`src/rtl/hsv2rgb_pkg.sv`:
```
// ----------------------------------------------------------------------------
// HSV/HSL to RGB package
// Fixed-point constants, widths and the hue sector codes of the converter.
// ----------------------------------------------------------------------------
package hsv2rgb_pkg;

  localparam int unsigned HUE_FRAC_BITS = 6;
  localparam int unsigned CHANNEL_BITS  = 8;

  localparam int unsigned HUE_W  = 15;
  localparam int unsigned CH_W   = CHANNEL_BITS;
  localparam int unsigned FULL_SCALE  = (1 << CHANNEL_BITS) - 1;
  localparam int unsigned SECTOR_SPAN = 60 << HUE_FRAC_BITS;
  localparam int unsigned NUM_SECTORS = 6;

  // Sector fraction, 0 .. SECTOR_SPAN inclusive.
  localparam int unsigned T_W   = 12;
  // s * m product, chroma and offset in units of one sector span.
  localparam int unsigned SM_W  = 2 * CH_W;
  localparam int unsigned CA_W  = SM_W + 1;
  localparam int unsigned A_W   = CA_W + 1;
  // x = 2 * s * m * t.
  localparam int unsigned X_W   = SM_W + T_W + 1;
  // Full-precision channel numerator and its pre-shifted form.
  localparam int unsigned N_W   = 31;
  localparam int unsigned DIV_SHIFT = HUE_FRAC_BITS + 2;
  localparam int unsigned NQ_W  = N_W - DIV_SHIFT;
  // Remaining divisor after the power-of-two part has been shifted out.
  localparam int unsigned DIVISOR = (2 * FULL_SCALE * SECTOR_SPAN) >> DIV_SHIFT;
  localparam int unsigned DIVISOR_W = 13;
  localparam int unsigned RECIP_SHIFT = 32;
  localparam int unsigned RECIP = 32'((64'd1 << RECIP_SHIFT) / 64'(DIVISOR));
  localparam int unsigned RECIP_W = 20;
  localparam int unsigned PROD_W  = NQ_W + RECIP_W;
  localparam int unsigned Q_W     = PROD_W - RECIP_SHIFT;

  typedef enum logic [2:0] {
    SECT_RED_YELLOW   = 3'd0,
    SECT_YELLOW_GREEN = 3'd1,
    SECT_GREEN_CYAN   = 3'd2,
    SECT_CYAN_BLUE    = 3'd3,
    SECT_BLUE_MAGENTA = 3'd4,
    SECT_MAGENTA_RED  = 3'd5
  } sector_e;

  // Which term each channel adds on top of the offset.
  typedef struct packed {
    logic add_chroma;
    logic add_x;
  } ch_sel_t;

endpackage

```
`src/rtl/hsv_hsl_to_rgb_core.sv`:
```
// ----------------------------------------------------------------------------
// HSV/HSL to RGB converter core
// Six-stage pipeline turning one hue/saturation/level pixel into RGB per clock.
// ----------------------------------------------------------------------------
// Usage:
//   A request is taken at a rising edge where start is high and busy is low.
//   busy is always low, so a new pixel may be presented in every cycle.
//   Each result appears on red_o, green_o, blue_o and opacity_o for exactly
//   one cycle with strobe_o high, once its request has passed the six
//   register stages: sector split, s*m multiply, x multiply, channel numerator,
//   reciprocal multiply, correction and clamp. Throughput is one pixel per
//   clock. The receiver cannot stall the block: results are never held back.
//   color_mode is written through cfg_we_i/cfg_wdata_i (0 = HSV, 1 = HSL);
//   the user must write it only while no request is in flight, which the block
//   does not enforce. Each request captures the mode it enters with. Reset
//   clears the mode to HSV and empties the pipeline, so no strobe is raised
//   until a new request has gone through.
// ----------------------------------------------------------------------------
module hsv_hsl_to_rgb_core
  import hsv2rgb_pkg::*;
(
  input  logic             clk_i,
  input  logic             rst_ni,
  input  logic             cfg_we_i,
  input  logic             cfg_wdata_i,
  input  logic             start,
  output logic             busy,
  input  logic [HUE_W-1:0] hue_i,
  input  logic             hue_undefined_i,
  input  logic [CH_W-1:0]  saturation_i,
  input  logic [CH_W-1:0]  level_i,
  input  logic [CH_W-1:0]  alpha_i,
  output logic             strobe_o,
  output logic [CH_W-1:0]  red_o,
  output logic [CH_W-1:0]  green_o,
  output logic [CH_W-1:0]  blue_o,
  output logic [CH_W-1:0]  opacity_o
);

  logic mode_q;
  logic accept;

  assign busy   = 1'b0;
  assign accept = start && !busy;

  always_ff @(posedge clk_i or negedge rst_ni) begin
    if (!rst_ni) begin
      mode_q <= 1'b0;
    end else if (cfg_we_i) begin
      mode_q <= cfg_wdata_i;
    end
  end

  // Valid bits of the six stages.
  logic [5:0] vld_q;

  always_ff @(posedge clk_i or negedge rst_ni) begin
    if (!rst_ni) begin
      vld_q <= '0;
    end else begin
      vld_q <= {vld_q[4:0], accept};
    end
  end

  // ---------------------------------------------------------------- stage 1
  sector_e         s1_sector_d, s1_sector_q;
  logic [T_W-1:0]  s1_t_d, s1_t_q;
  logic            s1_gray_d, s1_gray_q;
  logic [CH_W-1:0] s1_m_d, s1_m_q;
  logic [CH_W-1:0] s1_sat_q, s1_lvl_q, s1_alpha_q;
  logic            s1_mode_q;

  always_comb begin
    logic [2:0]       sec;
    logic [HUE_W-1:0] base;
    logic [HUE_W-1:0] frac;
    logic [CH_W:0]    twice;
    logic [CH_W:0]    lvl_dev;
    sec  = 3'd0;
    base = '0;
    for (int k = 1; k < NUM_SECTORS; k++) begin
      if (hue_i >= HUE_W'(k * SECTOR_SPAN)) begin
        sec  = 3'(k);
        base = HUE_W'(k * SECTOR_SPAN);
      end
    end
    frac = hue_i - base;
    s1_sector_d = sector_e'(sec);
    // Even sectors rise with the fraction, odd sectors fall.
    if (sec[0]) begin
      s1_t_d = T_W'(SECTOR_SPAN) - frac[T_W-1:0];
    end else begin
      s1_t_d = frac[T_W-1:0];
    end
    s1_gray_d = hue_undefined_i || (hue_i >= HUE_W'(NUM_SECTORS * SECTOR_SPAN));

    // HSL chroma scales with 1 - |2l - 1|, here FULL - |2l - FULL|.
    twice = {level_i, 1'b0};
    if (twice >= (CH_W+1)'(FULL_SCALE)) begin
      lvl_dev = twice - (CH_W+1)'(FULL_SCALE);
    end else begin
      lvl_dev = (CH_W+1)'(FULL_SCALE) - twice;
    end
    if (mode_q) begin
      s1_m_d = CH_W'((CH_W+1)'(FULL_SCALE) - lvl_dev);
    end else begin
      s1_m_d = level_i;
    end
  end

  always_ff @(posedge clk_i) begin
    s1_sector_q <= s1_sector_d;
    s1_t_q      <= s1_t_d;
    s1_gray_q   <= s1_gray_d;
    s1_m_q      <= s1_m_d;
    s1_sat_q    <= saturation_i;
    s1_lvl_q    <= level_i;
    s1_alpha_q  <= alpha_i;
    s1_mode_q   <= mode_q;
  end

  // ---------------------------------------------------------------- stage 2
  logic [SM_W-1:0] s2_sm_q;
  sector_e         s2_sector_q;
  logic [T_W-1:0]  s2_t_q;
  logic            s2_gray_q, s2_mode_q;
  logic [CH_W-1:0] s2_lvl_q, s2_alpha_q;

  always_ff @(posedge clk_i) begin
    s2_sm_q     <= SM_W'(s1_sat_q) * SM_W'(s1_m_q);
    s2_sector_q <= s1_sector_q;
    s2_t_q      <= s1_t_q;
    s2_gray_q   <= s1_gray_q;
    s2_mode_q   <= s1_mode_q;
    s2_lvl_q    <= s1_lvl_q;
    s2_alpha_q  <= s1_alpha_q;
  end

  // ---------------------------------------------------------------- stage 3
  // Quantities are in units of one sector span except x, which is exact.
  logic [X_W-1:0]  s3_x_d, s3_x_q;
  logic [CA_W-1:0] s3_chroma_d, s3_chroma_q;
  logic [CA_W-1:0] s3_off_d, s3_off_q;
  sector_e         s3_sector_q;
  logic            s3_gray_q;
  logic [CH_W-1:0] s3_alpha_q;

  always_comb begin
    logic [CA_W-1:0]    lv2f;
    logic [CA_W-1:0]    sub;
    logic [X_W-2:0]     smt;
    smt         = (X_W-1)'(s2_sm_q) * (X_W-1)'(s2_t_q);
    s3_x_d      = {smt, 1'b0};
    s3_chroma_d = {1'b0, s2_sm_q} << 1;
    lv2f        = CA_W'(s2_lvl_q) * CA_W'(2 * FULL_SCALE);
    // HSV offset is v - c, HSL offset is l - c/2.
    sub = s2_mode_q ? CA_W'(s2_sm_q) : s3_chroma_d;
    s3_off_d = (lv2f >= sub) ? (lv2f - sub) : '0;
  end

  always_ff @(posedge clk_i) begin
    s3_x_q      <= s3_x_d;
    s3_chroma_q <= s3_chroma_d;
    s3_off_q    <= s3_off_d;
    s3_sector_q <= s2_sector_q;
    s3_gray_q   <= s2_gray_q;
    s3_alpha_q  <= s2_alpha_q;
  end

  // ---------------------------------------------------------------- stage 4
  ch_sel_t         sel_r, sel_g, sel_b;
  logic [NQ_W-1:0] s4_n_d [3];
  logic [NQ_W-1:0] s4_n_q [3];
  logic [CH_W-1:0] s4_alpha_q;

  always_comb begin
    sel_r = '0;
    sel_g = '0;
    sel_b = '0;
    if (!s3_gray_q) begin
      case (s3_sector_q)
        SECT_RED_YELLOW:   begin sel_r.add_chroma = 1'b1; sel_g.add_x = 1'b1; end
        SECT_YELLOW_GREEN: begin sel_r.add_x = 1'b1; sel_g.add_chroma = 1'b1; end
        SECT_GREEN_CYAN:   begin sel_g.add_chroma = 1'b1; sel_b.add_x = 1'b1; end
        SECT_CYAN_BLUE:    begin sel_g.add_x = 1'b1; sel_b.add_chroma = 1'b1; end
        SECT_BLUE_MAGENTA: begin sel_r.add_x = 1'b1; sel_b.add_chroma = 1'b1; end
        default:           begin sel_r.add_chroma = 1'b1; sel_b.add_x = 1'b1; end
      endcase
    end
  end

  // Numerator q + FULL*F of round half up, with the power-of-two part of the
  // divisor already shifted out (the floor survives the split).
  function automatic logic [NQ_W-1:0] numer(input ch_sel_t sel,
                                            input logic [CA_W-1:0] off,
                                            input logic [CA_W-1:0] chroma,
                                            input logic [X_W-1:0] x);
    logic [A_W-1:0] a;
    logic [N_W-1:0] n;
    a = A_W'(off) + (sel.add_chroma ? A_W'(chroma) : '0) + A_W'(FULL_SCALE);
    n = N_W'(a) * N_W'(SECTOR_SPAN) + (sel.add_x ? N_W'(x) : '0);
    return n[N_W-1:DIV_SHIFT];
  endfunction

  always_comb begin
    s4_n_d[0] = numer(sel_r, s3_off_q, s3_chroma_q, s3_x_q);
    s4_n_d[1] = numer(sel_g, s3_off_q, s3_chroma_q, s3_x_q);
    s4_n_d[2] = numer(sel_b, s3_off_q, s3_chroma_q, s3_x_q);
  end

  always_ff @(posedge clk_i) begin
    s4_n_q     <= s4_n_d;
    s4_alpha_q <= s3_alpha_q;
  end

  // ---------------------------------------------------------------- stage 5
  // Reciprocal estimate: equal to the quotient or one below it.
  logic [Q_W-1:0]  s5_q0_q [3];
  logic [NQ_W-1:0] s5_n_q  [3];
  logic [CH_W-1:0] s5_alpha_q;

  always_ff @(posedge clk_i) begin
    for (int c = 0; c < 3; c++) begin
      logic [PROD_W-1:0] prod;
      prod = PROD_W'(s4_n_q[c]) * PROD_W'(RECIP);
      s5_q0_q[c] <= prod[PROD_W-1:RECIP_SHIFT];
      s5_n_q[c]  <= s4_n_q[c];
    end
    s5_alpha_q <= s4_alpha_q;
  end

  // ---------------------------------------------------------------- stage 6
  logic [CH_W-1:0] out_d [3];
  logic [CH_W-1:0] out_q [3];
  logic [CH_W-1:0] out_alpha_q;

  always_comb begin
    for (int c = 0; c < 3; c++) begin
      logic [NQ_W-1:0] qd;
      logic [NQ_W-1:0] rem;
      logic [Q_W-1:0]  quo;
      qd  = NQ_W'(s5_q0_q[c]) * NQ_W'(DIVISOR);
      rem = s5_n_q[c] - qd;
      quo = s5_q0_q[c] + ((rem >= NQ_W'(DIVISOR)) ? Q_W'(1) : Q_W'(0));
      out_d[c] = (quo > Q_W'(FULL_SCALE)) ? CH_W'(FULL_SCALE) : quo[CH_W-1:0];
    end
  end

  always_ff @(posedge clk_i) begin
    out_q       <= out_d;
    out_alpha_q <= s5_alpha_q;
  end

  assign strobe_o  = vld_q[5];
  assign red_o     = out_q[0];
  assign green_o   = out_q[1];
  assign blue_o    = out_q[2];
  assign opacity_o = out_alpha_q;

  // ------------------------------------------------------------ assertions
  a_req_gives_result: assert property (@(posedge clk_i) disable iff (!rst_ni)
    accept |-> ##6 strobe_o)
    else $error("request did not produce a result after six cycles");

  a_result_has_req: assert property (@(posedge clk_i) disable iff (!rst_ni)
    strobe_o |-> $past(accept, 6))
    else $error("result strobe without a matching request");

  a_alpha_passes: assert property (@(posedge clk_i) disable iff (!rst_ni)
    strobe_o |-> (opacity_o == $past(alpha_i, 6)))
    else $error("opacity does not match the alpha of its request");

  a_undef_is_gray: assert property (@(posedge clk_i) disable iff (!rst_ni)
    (strobe_o && $past(hue_undefined_i, 6)) |-> (red_o == green_o && green_o == blue_o))
    else $error("undefined hue did not give a gray result");

endmodule
```
`config.mk`:
```
export PLATFORM = sky130hd
export DESIGN_NAME = hsv_hsl_to_rgb_core
export DESIGN_NICKNAME = d
export VERILOG_FILES = /design/src/rtl/hsv2rgb_pkg.sv /design/src/rtl/hsv_hsl_to_rgb_core.sv
export SDC_FILE = /design/constraint.sdc
export NUM_CORES = 2
export LEC_CHECK = 0
export ABC_AREA = 1
export BUFFER_PORTS_ARGS = -buffer_cell sky130_fd_sc_hd__buf_2
export CAP_MARGIN = 10
export CORE_MARGIN = 4
export CORE_UTILIZATION = 50
export CTS_CLUSTER_DIAMETER = 40
export DETAILED_ROUTE_END_ITERATION = 8
export PLACE_DENSITY = 0.63
export SLEW_MARGIN = 25
export SYNTH_ARGS = -nofsm -noshare
export SYNTH_HDL_FRONTEND = slang
export SYNTH_SLANG_ARGS = --single-unit
```
`constraint.sdc`:
```
create_clock -name clk_i -period 15.5 [get_ports clk_i]
set_input_delay 1.55 -clock clk_i [delete_from_list [all_inputs] [get_ports clk_i]]
set_output_delay 1.55 -clock clk_i [all_outputs]
set_load 0.02 [all_outputs]
```
== Yosys cells after proc, flatten, opt, wreduce, memory -nomap -nowiden ==
Memory sizes are Yosys's and may differ from the RTL's.
Cells that the tools add are included.

* Register bits: 295
* RAM bits: 102
* Output and inout port bits: 34
* Word-level logic and storage cells: 127
* Memories: 2

{| class="wikitable"
|+ Memory list
! memory !! words !! width !! read ports !! clocked after memory_dff !! write ports !! RTL line !! text
|-
| s5_n_q || 3 || 23 || 3 || 0 || 3 || hsv_hsl_to_rgb_core.sv:219 || <nowiki>logic [NQ_W-1:0] s5_n_q [3];</nowiki>
|-
| s5_q0_q || 3 || 11 || 3 || 0 || 3 || hsv_hsl_to_rgb_core.sv:218 || <nowiki>logic [Q_W-1:0] s5_q0_q [3];</nowiki>
|}

* $add $sub $neg: 21
* Multiply operators: 12
* $lt $le $gt $ge: 14
* Equal/unequal tests: 4
* Multiplexer cells: 32
* Reductions and logical operators: 9

{| class="wikitable"
|+ Operators by type and width
! kind !! count
|-
| 23-bit by 20-bit multiplier with 43-bit output, second input constant || 3
|-
| 30-bit by 29-bit adder with 31-bit output || 3
|-
| 29-bit 2-to-1 mux || 3
|-
| 12-bit 2-to-1 mux || 6
|-
| 23-bit by 13-bit greater-or-equal comparator with 1-bit output, second input constant || 3
|-
| 23-bit subtractor || 3
|-
| 17-bit 2-to-1 mux || 4
|-
| 11-bit by 12-bit multiplier with 22-bit output, second input constant || 3
|-
| 18-bit by 4-bit multiplier with 22-bit output, second input constant || 3
|-
| 17-bit by 17-bit adder with 18-bit output || 3
|-
| 18-bit by 8-bit adder with 18-bit output, second input constant || 3
|-
| 11-bit by 1-bit adder with 11-bit output || 3
|-
| 11-bit by 8-bit greater-than comparator with 1-bit output, second input constant || 3
|-
| 15-bit by 14-bit greater-or-equal comparator with 1-bit output, second input constant || 2
|-
| 15-bit greater-or-equal comparator, second input constant || 2
|-
| 16-bit by 12-bit multiplier with 28-bit output || 1
|-
| 17-bit greater-or-equal comparator || 1
|-
| 17-bit subtractor || 1
|-
| 8-bit by 8-bit multiplier with 16-bit output || 1
|-
| 8-bit by 8-bit multiplier with 16-bit output, second input constant || 1
|-
| 8-bit 2-to-1 mux || 2
|-
| 8-bit subtractor, first input constant || 2
|-
| 15-bit by 12-bit greater-or-equal comparator with 1-bit output, second input constant || 1
|-
| 15-bit by 13-bit greater-or-equal comparator with 1-bit output, second input constant || 1
|-
| other kinds (13) || 34
|}

== Longest topological paths before layout ==
* Depth after elaboration: 9
* Depth in mapped cells: 39
* Gate-level depth less buffers: 39

== Least setup slack after synthesis ==
OpenSTA, ideal clock, no wires.

* Path type: flip-flop to flip-flop
* Start point: mem s5_q0_q[0][13] in the netlist's numbering
* End point: reg out_q (netlist bit green_o[0])
* Library setup time: 0.144 ns
* Data arrival time: 6.843 ns
* Required time: 15.356 ns
* Path slack: 8.513 ns
* Cell stages (with the launch flop): 34
* Buffers on the path: 0
* Period minus slack after synthesis: 6.987 ns
* Cell sequence: dfxtp_1 fa_1 fa_1 inv_1 fa_1 inv_1 fa_1 inv_1 fa_1 inv_1 ha_1 nand2_1 nor3_1 a21oi_1 o21ai_0 nand3_1 nand2_1 xnor2_1 ha_1 nand2_1 nor4_1 o21ai_0 nand3b_1 xor2_1 nand2_1 nor2_1 nand3_1 ha_1 ha_1 nand4_1 nor2_1 xor2_1 nor3_1 nand2_1

{| class="wikitable"
|+ RTL lines
! element !! RTL line !! text
|-
| start: declaration || hsv_hsl_to_rgb_core.sv:218 ||
|-
| end signal: assignment || hsv_hsl_to_rgb_core.sv:250 || <nowiki>out_q <= out_d;</nowiki>
|-
| end: declaration || hsv_hsl_to_rgb_core.sv:234 || <nowiki>logic [CH_W-1:0] out_q [3];</nowiki>
|}

==> qor.yml <==
utilization: 0.5421
drtPass1Iterations: 6
postSynthCellCount: 7289
initial_core_util: 0.5035
place_inst: 8918
yosysUniqueCellTypes: 54
cts-root-buf: "clkbuf_16"
fin_cells: 9041
rows: 127
h-tree-depth: 3
hpwl_um: 121600
avgSynthCellArea_sq_um: 8.276
ys_ff_latch: 387
reg2reg_depth: 33
post_cts_buffers: 0
antenna_left: 0
worstHoldStart: "s1_lvl_q[2]"
yosys_warnings: 0
viasPerCell: 5.120
relSlewSlack: 0.4153
clock_latency_ns: 0.66
synth_area_sq_um: 60330
synth.top_cell.area_share: 0.2659
max_freq_ghz: 0.1264
portBuffers: 77
grt_max_degree: 22
grt_pass1_wl_um: 238200
finalWirelength_um: 142000
netlist_top_cells_area: "ha_1, fa_1, dfxtp_1"
hold_depth: 0
drive_above_1_share: 0.03217
drc: 0
syn2layout_area_growth_pct: 7.664
ys_async_sr_fraction: 0.01809
startpoint: "s5_q0_q[0][13]"
numCtsBuffers: 68
rr_startpoint: "s5_q0_q[0][13]"
multiInputGateArea_sq_um: 46320
cts.repair.resized: 0
min_period_over_period: 0.5103
num_io_pins: 79
clk_pin_slew_ns: 0.06
seqCellArea_sq_um: 7782
synth_edf_count: 0
cp_max_fo: 9
drv_cap: 0
timing.hold.ws_ns: 0.3216
drv_slew: 0
wl_per_cell_um: 15.70
die_h_um: 355.4
synth_flop_cell: "dfxtp_1"
slowest_delay_ns: 0.62
tns_ns: 0
critPathLaunchType: "flop"
antenna_found_initial: 0
fill_cells: 11447
syn_nets: 9297
status: "finished clean"
required_ns: 16.00
critical_path_class: "flop to flop"
dieArea_sq_um: 126300
ys_seq_area_frac: 0.1290
setup_violations: 0
layout_common_cells: "inv_1, ha_1, nand2_1"
skew_ns: 0.02466
die_x_um: 355.4
synth_top_area_cell: "ha_1"
core_area_sq_um: 119800
slowest_stage: "nor3_1"
fin_crit_ns: 7.909
wl_met1_um: 66550
cts_sinks: 387
gp_congestion: 0.9051
num_vias: 46289
grt_usage: 0.2314
grt.overflow.total: 0
arrival_ns: 8.41
nets: 9384
cts_tree: "yes"
clock_path_buffers: 3
first_global_vias: 47664
endpoint_kind: "flop"
hold_buffers: 0
finalHoldViolCount: 0
drt-initial-drc-count: 2178
n_antenna_cell: 0
routed-wl-met2_um: 66490
dr.max_layer_used: "met4"
layout_commonest_cell: "inv_1"
wl_met3_um: 5003
hp-class: "flop to flop"
grt_setup_unrepaired: "no"
worst_slew_pin_slew_ns: 0.8758
-- state kept, by name, summed over array words and instances, names as in the netlist, 6 cells and up --
name,cells
opacity_o,8
s4_n_q,69
s1_m_q,8
s3_chroma_q,16
s5_q0_q,33
s2_t_q,12
s5_n_q,66
s4_alpha_q,8
s2_lvl_q,8
blue_o,8
s2_sm_q,16
s3_off_q,17
green_o,8
s2_alpha_q,8
s1_t_q,12
vld_q,6
s1_lvl_q,8
s5_alpha_q,8
s1_alpha_q,8
s1_sat_q,8
s3_x_q,21
s3_alpha_q,8
red_o,8
-- logic make-up after synthesis --
kind of cell             count (synthesis)  synth area share
flip-flops                             387            0.1290
AO/OA/AOI/OAI                          961           0.08892
AND/OR/NAND/NOR                       1942            0.1311
buffers and inverters                 1650            0.1031
multiplexers                             2         0.0003319
other                                    1        0.00006216
adder cells (fa/ha/maj)               1963            0.4919
XOR/XNOR                               383           0.05561
-- critical path: cells and delay by family, from the launching register on --
family | cells | cell delay [ns]
XOR/XNOR | 3 | 0.36
buffers and inverters | 4 | 0.20
AND/OR/NAND/NOR | 14 | 2.37
flip-flops | 1 | 0.56
adder cells (fa/ha/maj) | 9 | 3.69
AO/OA/AOI/OAI | 3 | 0.57
-- synthesized netlist by cell type (all sizes together) (6+ instances only) --
master and number:
a21oi 495, and2 6, nand3 188, clkbuf 61, nand3b 16, ha 1282, fa 681, a21o 37
a31oi 32, xnor2 131, o221ai 9, a21boi 7, o21bai 26, dfrtp 7, buf 9, o21a 17
o21ai 270, nor4 16, inv 1579, a211oi 19, xor2 252, o31ai 11, nor3 54, nand4 51
dfxtp 380, nand2 1133, nor2 468, o211ai 23
-- path summary, 6_finish.rpt --
| path | slack, ns | end |
|---|---|---|
| hold reg to reg | 0.32 | s2_lvl_q[2] |
| setup / recovery | 7.59 | green_o[1] |
| min in group asynchronous | 0.72 | vld_q[0] |
| hold / removal | 0.32 | s2_lvl_q[2] |
| max in group asynchronous | 14.64 | vld_q[5] |
| setup reg to reg | 7.59 | green_o[1] |
-- cell type report --
| class | count | share of cell area |
|---|---|---|
| Sequential cell | 387 | 0.1198 |
| Multi-Input combinational cell | 5252 | 0.7132 |
| Clock buffer | 78 | 0.02788 |
| Timing Repair Buffer | 87 | 0.007089 |
| Tap cell | 1612 | 0.03105 |
| Inverter | 1580 | 0.09131 |
| Clock inverter | 45 | 0.009594 |
-- through the flow --
step | area (sq um) | setup WS [ns]
after floorplan | 60330 | 8.513
final | 64950 | 7.591
after detailed placement | 62520 | 7.617
after global placement | 62520 | 7.773
after global routing | 64950 | 6.752
after CTS | 64950 | 7.587
-- routing by layer --
metal / global-route usage / vias to the layer above
met3: 0.02742 / 205
met4: 0.06409 / 0
li1: - / 23366
met1: 0.3105 / 21962
met5: 0 / -
met2: 0.3949 / 756
Power is left out: the tool's default activity adds up to more than one toggle a clock period on the data nets, which glitch-free logic cannot reach.
